`src/sv/ambs_pkg.sv`:
```
// Shared types, codes and key text for the AT modem bring-up sequencer.
package ambs_pkg;

	localparam int LINE_DEPTH = 64;
	localparam int LEN_W = $clog2(LINE_DEPTH + 1);
	localparam int ADDR_W = $clog2(LINE_DEPTH);

	localparam int KEY_COUNT = 6;
	localparam int KEY_MAX_LEN = 13;
	localparam int IDX_W = $clog2(KEY_MAX_LEN);

	localparam int KEY_READY = 0;
	localparam int KEY_OK = 1;
	localparam int KEY_RST = 2;
	localparam int KEY_CIFSR = 3;
	localparam int KEY_ERROR = 4;
	localparam int KEY_SYSRDY = 5;

	localparam logic [7:0] CHAR_CR = 8'h0D;
	localparam logic [7:0] CHAR_LF = 8'h0A;

	localparam logic [IDX_W:0] KEY_LEN [KEY_COUNT] = '{
		5'd5, 5'd2, 5'd6, 5'd8, 5'd5, 5'd13
	};

	localparam logic [7:0] KEY_TEXT [KEY_COUNT][KEY_MAX_LEN] = '{
		'{"r", "e", "a", "d", "y", 8'h00, 8'h00, 8'h00, 8'h00, 8'h00, 8'h00, 8'h00, 8'h00},
		'{"O", "K", 8'h00, 8'h00, 8'h00, 8'h00, 8'h00, 8'h00, 8'h00, 8'h00, 8'h00, 8'h00,
			8'h00},
		'{"A", "T", "+", "R", "S", "T", 8'h00, 8'h00, 8'h00, 8'h00, 8'h00, 8'h00, 8'h00},
		'{"A", "T", "+", "C", "I", "F", "S", "R", 8'h00, 8'h00, 8'h00, 8'h00, 8'h00},
		'{"E", "r", "r", "o", "r", 8'h00, 8'h00, 8'h00, 8'h00, 8'h00, 8'h00, 8'h00, 8'h00},
		'{"[", "S", "y", "s", "t", "e", "m", " ", "R", "e", "a", "d", "y"}
	};

	typedef enum logic [2:0] {
		CMD_NONE = 3'd0,
		CMD_RESET = 3'd1,
		CMD_ECHO_OFF = 3'd2,
		CMD_JOIN = 3'd3,
		CMD_ADDRESS = 3'd4,
		CMD_MULTI = 3'd5
	} cmd_t;

	typedef enum logic [1:0] {
		LINK_UNKNOWN = 2'd0,
		LINK_INIT = 2'd1,
		LINK_READY = 2'd2,
		LINK_UP = 2'd3
	} link_t;

	localparam logic [2:0] LED_RED_ONE = 3'b001;
	localparam logic [2:0] LED_GREEN = 3'b010;
	localparam logic [2:0] LED_RED_TWO = 3'b100;

	typedef enum logic [1:0] {
		SQ_IDLE,
		SQ_SCAN,
		SQ_LAST,
		SQ_EMIT
	} seq_state_t;

endpackage

```
`src/sv/ambs_ram.sv`:
```
// Generic single-port-write, registered-read RAM.
module ambs_ram #(
	parameter int WIDTH = 8,
	parameter int DEPTH = 64
) (
	input  logic                     clk,
	input  logic                     we,
	input  logic [$clog2(DEPTH)-1:0] waddr,
	input  logic [WIDTH-1:0]         wdata,
	input  logic [$clog2(DEPTH)-1:0] raddr,
	output logic [WIDTH-1:0]         rdata
);

	logic [WIDTH-1:0] mem_q [DEPTH];

	always_ff @(posedge clk) begin
		if (we) begin
			mem_q[waddr] <= wdata;
		end
		rdata <= mem_q[raddr];
	end

endmodule

```
`src/sv/at_modem_bringup_sequencer.sv`:
```
// Top level of the AT modem bring-up sequencer: line assembly, key matching and bring-up steps.
//
// Channel  Dir  Beat contents
// s_*      in   tuser: action; tdata: rx_byte
// m_*      out  tdata: command, led_bits, link_state, address_line, stray_ok, unknown_line
//
// An ordinary byte is stored in the line RAM while it has room; a line feed is dropped. A start
// beat goes straight to the emit state. A carriage return ending a line of n bytes compares
// min(n, 13) bytes, one byte read per cycle from the line RAM into the shared key comparator.
// The input is not ready until the result is loaded into the output register; a held result
// delays only the next result. Reset clears all control state; the line RAM is not cleared.
module at_modem_bringup_sequencer (
	input  logic        clk,
	input  logic        arst_n,
	input  logic        s_tvalid,
	output logic        s_tready,
	input  logic [7:0]  s_tdata,  // [7:0] rx_byte
	input  logic        s_tuser,  // [0] action
	output logic        m_tvalid,
	input  logic        m_tready,
	output logic [15:0] m_tdata   // [2:0] command, [5:3] led_bits, [7:6] link_state,
	                              // [8] address_line, [9] stray_ok, [10] unknown_line
);
	import ambs_pkg::*;

	seq_state_t state_q, state_d;

	logic [LEN_W-1:0]     len_q;
	logic [IDX_W-1:0]     idx_q, scan_last_q, idx_s1;
	logic                 vld_s1;
	logic [KEY_COUNT-1:0] match_q, match_init;
	logic                 act_q;

	link_t      mod_q, mod_d;
	cmd_t       pend_q, pend_d, cmd_d;
	logic       awa_q, awa_d, exp_q, exp_d, echo_q, echo_d, verb_q, verb_d;
	logic [2:0] led_q, led_d;
	logic       addr_d, stray_d, unk_d;

	logic              accept, emit_go, is_cr, is_lf, ram_we;
	logic [ADDR_W-1:0] ram_raddr;
	logic [7:0]        ram_rdata;
	logic              m_tvalid_q;
	logic [10:0]       out_q;

	assign accept = s_tvalid && s_tready;
	assign is_cr = (s_tdata == CHAR_CR);
	assign is_lf = (s_tdata == CHAR_LF);
	assign emit_go = (state_q == SQ_EMIT) && (!m_tvalid_q || m_tready);

	always_comb begin
		state_d = state_q;
		case (state_q)
			SQ_IDLE: begin
				if (accept && s_tuser) begin
					state_d = SQ_EMIT;
				end else if (accept && is_cr && len_q != '0) begin
					state_d = SQ_SCAN;
				end
			end
			SQ_SCAN: begin
				if (idx_q == scan_last_q) begin
					state_d = SQ_LAST;
				end
			end
			SQ_LAST: state_d = SQ_EMIT;
			SQ_EMIT: begin
				if (emit_go) begin
					state_d = SQ_IDLE;
				end
			end
			default: state_d = SQ_IDLE;
		endcase
	end

	always_comb begin
		s_tready = (state_q == SQ_IDLE);
		ram_we = accept && !s_tuser && !is_cr && !is_lf && (len_q < LEN_W'(LINE_DEPTH));
		ram_raddr = ADDR_W'(idx_q);
	end

	always_comb begin
		for (int k = 0; k < KEY_COUNT; k++) begin
			if (k == KEY_SYSRDY) begin
				match_init[k] = (len_q >= LEN_W'(KEY_MAX_LEN));
			end else begin
				match_init[k] = (len_q == LEN_W'(KEY_LEN[k]));
			end
		end
	end

	ambs_ram #(
		.WIDTH(8),
		.DEPTH(LINE_DEPTH)
	) u_line_ram (
		.clk  (clk),
		.we   (ram_we),
		.waddr(len_q[ADDR_W-1:0]),
		.wdata(s_tdata),
		.raddr(ram_raddr),
		.rdata(ram_rdata)
	);

	always_comb begin
		mod_d = mod_q;
		pend_d = pend_q;
		awa_d = awa_q;
		exp_d = exp_q;
		echo_d = echo_q;
		verb_d = verb_q;
		led_d = led_q;
		cmd_d = CMD_NONE;
		addr_d = 1'b0;
		stray_d = 1'b0;
		unk_d = 1'b0;
		if (act_q) begin
			pend_d = CMD_RESET;
			cmd_d = CMD_RESET;
		end else if (awa_q) begin
			led_d = led_q | LED_RED_ONE;
			addr_d = 1'b1;
			awa_d = 1'b0;
		end else if (match_q[KEY_READY]) begin
			if (mod_q == LINK_INIT) begin
				mod_d = LINK_READY;
				pend_d = CMD_ECHO_OFF;
				cmd_d = CMD_ECHO_OFF;
			end
		end else if (match_q[KEY_OK]) begin
			case (pend_q)
				CMD_RESET: mod_d = LINK_INIT;
				CMD_ECHO_OFF: begin
					pend_d = CMD_JOIN;
					cmd_d = CMD_JOIN;
					led_d = led_q | LED_RED_TWO;
					echo_d = 1'b0;
				end
				CMD_JOIN: begin
					mod_d = LINK_UP;
					exp_d = 1'b1;
					pend_d = CMD_ADDRESS;
					verb_d = 1'b1;
					cmd_d = CMD_ADDRESS;
				end
				CMD_ADDRESS: begin
					pend_d = CMD_MULTI;
					cmd_d = CMD_MULTI;
				end
				CMD_MULTI: led_d = led_q | LED_GREEN;
				default: stray_d = 1'b1;
			endcase
		end else if (match_q[KEY_RST]) begin
			led_d = led_q | LED_RED_TWO;
			mod_d = LINK_INIT;
		end else if (match_q[KEY_CIFSR]) begin
			led_d = led_q | LED_GREEN;
			awa_d = 1'b1;
		end else if (match_q[KEY_ERROR]) begin
			led_d = led_q ^ LED_RED_ONE;
		end else if (mod_q == LINK_INIT && match_q[KEY_SYSRDY]) begin
			mod_d = LINK_READY;
			pend_d = CMD_ECHO_OFF;
			cmd_d = CMD_ECHO_OFF;
			led_d = led_q | LED_RED_ONE;
		end else if (exp_q) begin
			if (pend_q == CMD_ADDRESS) begin
				exp_d = 1'b0;
				led_d = led_q | LED_RED_ONE;
				addr_d = 1'b1;
			end
		end else if (mod_q == LINK_INIT || mod_q == LINK_UNKNOWN) begin
			unk_d = 1'b0;
		end else if (echo_q) begin
			unk_d = 1'b0;
		end else if (verb_q) begin
			unk_d = 1'b1;
		end
	end

	always_ff @(posedge clk or negedge arst_n) begin
		if (!arst_n) begin
			state_q <= SQ_IDLE;
			len_q <= '0;
			idx_q <= '0;
			scan_last_q <= '0;
			vld_s1 <= 1'b0;
			match_q <= '0;
			act_q <= 1'b0;
			mod_q <= LINK_UNKNOWN;
			pend_q <= CMD_NONE;
			awa_q <= 1'b0;
			exp_q <= 1'b0;
			echo_q <= 1'b1;
			verb_q <= 1'b0;
			led_q <= '0;
			m_tvalid_q <= 1'b0;
		end else begin
			state_q <= state_d;
			vld_s1 <= (state_q == SQ_SCAN);
			if (ram_we) begin
				len_q <= len_q + 1'b1;
			end
			if (state_q == SQ_IDLE && accept) begin
				act_q <= s_tuser;
				if (!s_tuser && is_cr && len_q != '0) begin
					len_q <= '0;
					idx_q <= '0;
					match_q <= match_init;
					scan_last_q <= (len_q >= LEN_W'(KEY_MAX_LEN)) ? IDX_W'(KEY_MAX_LEN - 1)
						: IDX_W'(len_q - 1'b1);
				end
			end
			if (state_q == SQ_SCAN) begin
				idx_q <= idx_q + 1'b1;
			end
			if (vld_s1) begin
				for (int k = 0; k < KEY_COUNT; k++) begin
					if (ram_rdata != KEY_TEXT[k][idx_s1]) begin
						match_q[k] <= 1'b0;
					end
				end
			end
			if (emit_go) begin
				mod_q <= mod_d;
				pend_q <= pend_d;
				awa_q <= awa_d;
				exp_q <= exp_d;
				echo_q <= echo_d;
				verb_q <= verb_d;
				led_q <= led_d;
				m_tvalid_q <= 1'b1;
			end else if (m_tready) begin
				m_tvalid_q <= 1'b0;
			end
		end
	end

	always_ff @(posedge clk) begin
		idx_s1 <= idx_q;
		if (emit_go) begin
			out_q <= {unk_d, stray_d, addr_d, mod_d, led_d, cmd_d};
		end
	end

	assign m_tvalid = m_tvalid_q;
	assign m_tdata = {5'b0, out_q};

`ifndef SYNTHESIS
	a_len_bound: assert property (@(posedge clk) disable iff (!arst_n)
		len_q <= LEN_W'(LINE_DEPTH))
		else $error("line length above depth");

	a_scan_bound: assert property (@(posedge clk) disable iff (!arst_n)
		(state_q == SQ_SCAN) |-> (idx_q <= scan_last_q))
		else $error("scan index past last byte");

	a_emit_loads: assert property (@(posedge clk) disable iff (!arst_n)
		emit_go |=> m_tvalid_q)
		else $error("result not presented after emit");

	a_line_cleared: assert property (@(posedge clk) disable iff (!arst_n)
		(state_q == SQ_IDLE && state_d == SQ_SCAN) |=> (len_q == '0))
		else $error("line length not cleared at end of line");

	a_no_write_busy: assert property (@(posedge clk) disable iff (!arst_n)
		ram_we |-> (state_q == SQ_IDLE))
		else $error("line write outside idle");
`endif

endmodule
```
`config.mk`:
```
export PLATFORM = sky130hd
export DESIGN_NAME = at_modem_bringup_sequencer
export DESIGN_NICKNAME = d
export VERILOG_FILES = /design/src/sv/ambs_pkg.sv /design/src/sv/ambs_ram.sv /design/src/sv/at_modem_bringup_sequencer.sv
export SDC_FILE = /design/constraint.sdc
export NUM_CORES = 1
export LEC_CHECK = 0
export BUFFER_PORTS_ARGS = -buffer_cell sky130_fd_sc_hd__buf_2
export CORE_ASPECT_RATIO = 0.5
export CORE_MARGIN = 3
export CORE_UTILIZATION = 62
export DETAILED_ROUTE_END_ITERATION = 10
export GPL_TIMING_DRIVEN = 0
export PLACE_DENSITY = 0.85
export RECOVER_POWER = 100
export SLEW_MARGIN = 5
export SYNTH_ARGS = -nofsm -noshare
export SYNTH_HDL_FRONTEND = slang
export SYNTH_SLANG_ARGS = --single-unit
```
`constraint.sdc`:
```
create_clock -name clk -period 3.15 [get_ports clk]
set_clock_uncertainty 0.05 [all_clocks]
set_input_delay 0.63 -clock clk [delete_from_list [all_inputs] [get_ports clk]]
set_output_delay 0.63 -clock clk [all_outputs]
set_load 0.02 [all_outputs]
```
After elaboration in Yosys (flattened, before gate mapping)

Memory sizes are Yosys's and may differ from the RTL's. A register that Yosys moved wholly into a read port is not among the register bits.
Index checks and enable logic that the tools add are counted.
W data, S select, Z words.

$add $sub $neg: 3
Muxes and demuxes: 101
Reduce and logical (&&, ||, !) cells: 38
Bitwise logic cells: 6
Eq/ne operators: 36
$lt $le $gt $ge: 3

Operators by type and width:

| operator              | number |
|---|---|
| $mux W8               | 12 |
| $mux W3               | 16 |
| $ne A8 B8 Y1          | 6 |
| $mux W1               | 39 |
| $mux W2               | 19 |
| $mux W7               | 3 |
| $mux W6               | 3 |
| $pmux W3 S3           | 2 |
| $eq A8 B4 Y1 const B  | 2 |
| $mux W4               | 4 |
| $eq A7 B3 Y1 const B  | 2 |
| $ne A2 B2 Y1 const B  | 7 |
| $logic_and A1 B1 Y1   | 13 |
| $ne A4 B3 Y1 const B  | 3 |
| $reduce_and A6 Y1     | 2 |
| $reduce_or A11 Y1     | 1 |
| $reduce_and A9 Y1     | 1 |
| $pmux W2 S4           | 1 |
| $reduce_and A8 Y1     | 1 |
| $add A7 B1 Y7 const B | 1 |
| $eq A7 B2 Y1 const B  | 1 |
| $eq A7 B4 Y1 const B  | 1 |
| $ge A7 B4 Y1 const B  | 1 |
| $lt A7 B7 Y1 const B  | 1 |
| 27 further kinds      | 45 |

Memories: 7
ROM bits: 768
Word-level logic and storage cells: 215
Register bits after elaboration: 53
Output and inout bits: 18
RAM bits: 512
Input port bits: 13

Memories:

| name             | depth | bits a word | rd ports | clocked after memory_dff | wr ports | RTL line                          | RTL |
|---|---|---|---|---|---|---|---|
| u_line_ram.mem_q | 64    | 8           | 1        | 1                        | 1        | ambs_ram.sv:14                    | `logic [WIDTH-1:0] mem_q [DEPTH];` |
| (name not given) | 16    | 8           | 1        | 0                        | 0        | at_modem_bringup_sequencer.sv:218 | `if (ram_rdata != KEY_TEXT[k][idx_s1]) begin` |
| (name not given) | 16    | 8           | 1        | 0                        | 0        | at_modem_bringup_sequencer.sv:218 |  |
| (name not given) | 16    | 8           | 1        | 0                        | 0        | at_modem_bringup_sequencer.sv:218 |  |
| (name not given) | 16    | 8           | 1        | 0                        | 0        | at_modem_bringup_sequencer.sv:218 |  |
| (name not given) | 16    | 8           | 1        | 0                        | 0        | at_modem_bringup_sequencer.sv:218 |  |
| 1 more memories  | n/a   | n/a         | n/a      | n/a                      | n/a      | n/a                               |  |

Logic depth before layout (Yosys ltp)

Word-level depth: 11
Mapped depth: 8
Mapped depth without buffers: 7

By module

From an unflattened synthesis, not the netlist that was laid out.

Cells, all modules: 1384
Area, all modules: 23812.8 um2

Modules (own cells, without submodules):

| module                     | seq. area each (um2) | instances | area each (um2) | cells each |
|---|---|---|---|---|
| ambs_ram                   | 15534.9              | 1         | 20190.6         | 972 |
| at_modem_bringup_sequencer | 1362.6               | 1         | 3622.2          | 412 |

Worst setup path before layout

OpenSTA, ideal clock, no wires.

Kind: flip-flop to flip-flop
Start point: reg state_q[0]
End point: mem u_line_ram.mem_q[10][0], enable pin
Arrival time: 2394 ps
Setup slack: 311 ps
Required time: 2705 ps
Stages on the path, launching flop included: 8
Path through: dfrtp_1 > inv_1 > ha_1 > nand2b_1 > nor3_1 > nand2_1 > clkbuf_1 > nor4_1

Word-level cells in the longest chain between the ends: 8

RTL lines:

| what                              | RTL line                          | RTL |
|---|---|---|
| start, declared                   | at_modem_bringup_sequencer.sv:26  | `seq_state_t state_q, state_d;` |
| start signal, assigned            | at_modem_bringup_sequencer.sv:198 | `state_q <= state_d;` |
| $logic_not A2 Y1                  | at_modem_bringup_sequencer.sv:77  | `s_tready = (state_q == SQ_IDLE);` |
| named net s_tready                | at_modem_bringup_sequencer.sv:16  | `output logic s_tready,` |
| $logic_and A1 B1 Y1               | at_modem_bringup_sequencer.sv:46  | `assign accept = s_tvalid && s_tready;` |
| $logic_and A1 B1 Y1 (4 in series) | at_modem_bringup_sequencer.sv:78  | `ram_we = accept && !s_tuser && !is_cr && !is_lf && (len_q < LEN_W'(LINE_DEPTH));` |
| $mux W1                           | ambs_ram.sv:17                    | `if (we) begin` |
| $mux W1 (implied by the code)     | ambs_ram.sv:18                    | `mem_q[waddr] <= wdata;` |
| end, declared                     | ambs_ram.sv:14                    |  |

The timed path passes the listed nets, and every way through them passes these cells.

Worst setup path after layout

Start point: in s_tdata[1]
End point: mem u_line_ram.mem_q[6][0], enable pin

Word-level cells in the longest chain between the ends: 7
Elaborated cells on any way between the ends: 9
Classes of those cells: eq/ne: 2; mux: 2; reduce/logical: 5

RTL lines:

| what                                | RTL line                         | RTL |
|---|---|---|
| start, declared                     | at_modem_bringup_sequencer.sv:17 | `input logic [7:0] s_tdata,` |
| $eq A8 B4 Y1                        | at_modem_bringup_sequencer.sv:47 | `assign is_cr = (s_tdata == CHAR_CR);` |
| $logic_not A1 Y1                    | at_modem_bringup_sequencer.sv:78 |  |
| $logic_and A1 B1 Y1                 | at_modem_bringup_sequencer.sv:78 |  |
| $logic_and A1 B1 Y1 * (2 in series) | at_modem_bringup_sequencer.sv:78 |  |
| $mux W1 *                           | ambs_ram.sv:17                   |  |
| $mux W1 (implied by the code) *     | ambs_ram.sv:18                   |  |

Every way passes the cells marked *; elsewhere a longest branch is shown, timed or not.

==> qor.txt <==
Worst Path Class, Setup - in -> reg
I/O pins - 31
Status - finished, violations left
Most numerous cell in the Yosys netlist - edfxtp_1
Number of CTS-inserted buffers - 17
Ranking of synthesized cells by area - edfxtp_1, dfrtp_1, mux4_2
Antenna Violating Nets Remaining - 0
Max-cap violations - 1
PortBufs - 25
First-pass GRT wire length - 34.2 mm
Worst min path class - reg -> reg
RePlAce Congestion - 0.923
Comb pwr share - 39.6%
Critical Path RT - 3.23 ns
Largest net degree at the start of global routing - 39
Largest family of logic cells by synthesized area - simple AND/OR/NAND/NOR gates
Starting density of the core - 64.4%
Vias in the first global route - 5,942
CP endpoint kind - flop
DR vias - 6,120
Clk pwr share - 24.0%
Complex-gate fraction of the synthesized area - 8.27%
Sw Share - 38.7%
CTS Hold Bufs - 0
Dominant cell type by area after synthesis - edfxtp_1
DIE AREA - 15,900 um2
Postcts setup bufs - 0
Leakage - 3.54 nW
Synth cell count leaders - edfxtp_1, mux4_2, nand2_1, dfrtp_1, nor2_1
Post-DP HPWL - 13.5 mm
Post-route cell area - 9940 um2
Share of the synthesized area in the top cell type - 47.1%
Std-Cell Rows - 30
Reg2reg end - u_line_ram.mem_q[6][0]
Die extent in y - 90.6 um
Worst-Margin Slew - 2.13 ns
Starting DRT DRC Count - 794
Final setup fails - 0
H-tree levels - 4
Yosys reg bits - 189
Max-slew headroom - -41.9%
Flop pwr share - 36.4%
Internal - 0.00534 W
Share of cells above drive strength 1 - 18.8%
Fin crit share - 98.1%
Cell count after synthesis - 640
Violated checks - capacitance limit, slew limit
Post-DR vias/cell - 6.77
Hold_ws - 0.368 ns
Die width - 175 um
Core Box Area - 13,800 um2
Mean Syn Cell Area - 13.9 um2
Register area share after synthesis - 60.5%
Crit start category - input pin
First-pass detailed-route iteration total - 7
Critical hold path startpoint - idx_q[0]
Pre-CTS WS - -0.570 ns
TritonCTS clock tree - built
Final worst path period need - 3.09 ns
Worst hold endpoint - idx_s1[0]
Final worst slack - 0.0595 ns
Post-Synth XOR/XNOR Area - 2.57%
Fraction of the mapped netlist area in simple logic gates - 11.9%
Pwr Density - 876 nW/um2
Routed length per instance - 24.4 um
Critical Path AT - 3.17 ns
Final Hold Viols - 0
Drt drc - 0
Post-DP Area - 9410 um2
Adder-Cell Fraction of Synth Area - 2.54%
Root buf cell - clkbuf_16
Hold path depth - 0
Reg-to-reg setup timing slack - 0.12 ns
Routed WL - 22.1 mm
Post-synthesis cell area - 8870 um2
Distinct cells, synth - 75
Mux cell area share after synthesis - 11.3%
Ys Warns - 0
Area grow syn2layout - 12.1%
Fin Setup TNS - 0 ns
Sw Pwr - 0.00337 W
FF-to-FF path depth - 8
Unrepaired setup endpoints after global routing - no
Total Power - 0.00870 W
Initial antenna violation count - 0
Gr usage total - 28.5%
Post-synth EDFFs - 139
NumNets Final - 731
CTS Buffer Depth - 2
Peak VDD IR - 0.533 mV
CP Max Fanout - 19
Critical register-to-register path startpoint - state_q[0]
CTS sink cnt - 189
# resized after CTS - 6
Async SR Flop Fraction - 20.1%
Fmax achieved - 0.324 GHz
Ys flop type - edfxtp_1
Diodes inserted - 0
Clock Pin Slew Worst Setup and Hold Paths - 0.07 ns
Slew Viols, Final - 39
Total gr overflow - 0
Clock latency on the worst-skew pair - 0.43 ns
-- sequential cells by signal (all words and copies together), names as in the netlist, 4 cells and up --
| signal | cells |
|---|---|
| idx_q | 4 |
| idx_s1 | 4 |
| out_q | 11 |
| len_q | 7 |
| u_line_ram.rdata | 8 |
| scan_last_q | 4 |
| match_q | 6 |
| u_line_ram.mem_q | 128 |
-- layer usage --
metal  GRT usage [%]  up-vias  share of wire, %
met5               0        -                 0
met4            8.29        0               2.8
met3            6.88       66                11
met2            45.3      451                47
met1            39.8     3019                39
li1                -     2584                 -
-- worst max-delay path, cell delays in order --
cell and delay (ns):
buf_2 0.34, and3b_1 0.23, o2111ai_1 0.44, nand2_1 0.22, clkbuf_1 0.40, nor4_1 0.61, buf_4 0.29
-- metrics by stage --
| stage | utilization (%) | std cells |
|---|---|---|
| CTS | 72.7 | 904 |
| global route | 72.1 | 904 |
| floorplan | - | 644 |
| detailed placement | 68.3 | 873 |
| finish | 72.1 | 904 |
| global placement | 67.1 | 861 |
-- power by group through the flow --
| stage | sequential, W | clock, W | combinational [W] |
|---|---|---|---|
| after global routing | 0.00320 | 0.00220 | 0.00366 |
| after floorplan | 0.00318 | 0 | 0.00238 |
| after detailed placement | 0.00320 | 0 | 0.00327 |
| after CTS | 0.00316 | 0.00208 | 0.00337 |
| after global placement | 0.00319 | 0 | 0.00311 |
| final | 0.00317 | 0.00209 | 0.00345 |
-- logic make-up (layout without fill, tap and decap cells) --
logic type,Yosys count,after routing
AND/OR/NAND/NOR,195,195
flip-flops,189,189
AO/OA/AOI/OAI,101,101
buffers and inverters,60,128
multiplexers,50,50
XOR/XNOR,26,26
adder cells (fa/ha/maj),18,18
other,1,5
-- worst max path at each step --
stage	from	end
final	s_tdata[1]	u_line_ram.mem_q[6][0]
after floorplan	state_q[0]	u_line_ram.mem_q[10][0]
after global routing	s_tdata[1]	u_line_ram.mem_q[2][3]
after CTS	len_q[0]	match_q[1]
after detailed placement	s_tdata[1]	u_line_ram.mem_q[11][6]
after global placement	s_tdata[1]	u_line_ram.mem_q[10][0]
-- layout make-up --
| cell class | count | area (um2) |
|---|---|---|
| Sequential cell | 189 | 5370 |
| Fill cell | 864 | 3840 |
| Multi-Input combinational cell | 395 | 3320 |
| Clock buffer | 17 | 425 |
| Tap cell | 192 | 240 |
| Buffer | 44 | 196 |
| Timing Repair Buffer | 37 | 168 |
| Clock inverter | 14 | 156 |
| Inverter | 16 | 60.1 |
-- placed cells by master, fill, tap and decap left out, drive strengths merged, types with 11 or more instances in the layout --
master  synthesis  routed
edfxtp        139     139
clkbuf         25      66
nand2          40      40
mux4           40      40
dfrtp          37      37
nor2           33      33
buf            19      32
nor3           21      21
inv            16      21
a21oi          20      20
o21ai          19      19
xnor2          19      19
nor4           19      19
ha             18      18
nand2b         14      14
dfxtp          12      12
nand3          11      11
Power figures use the tool's default switching activity.
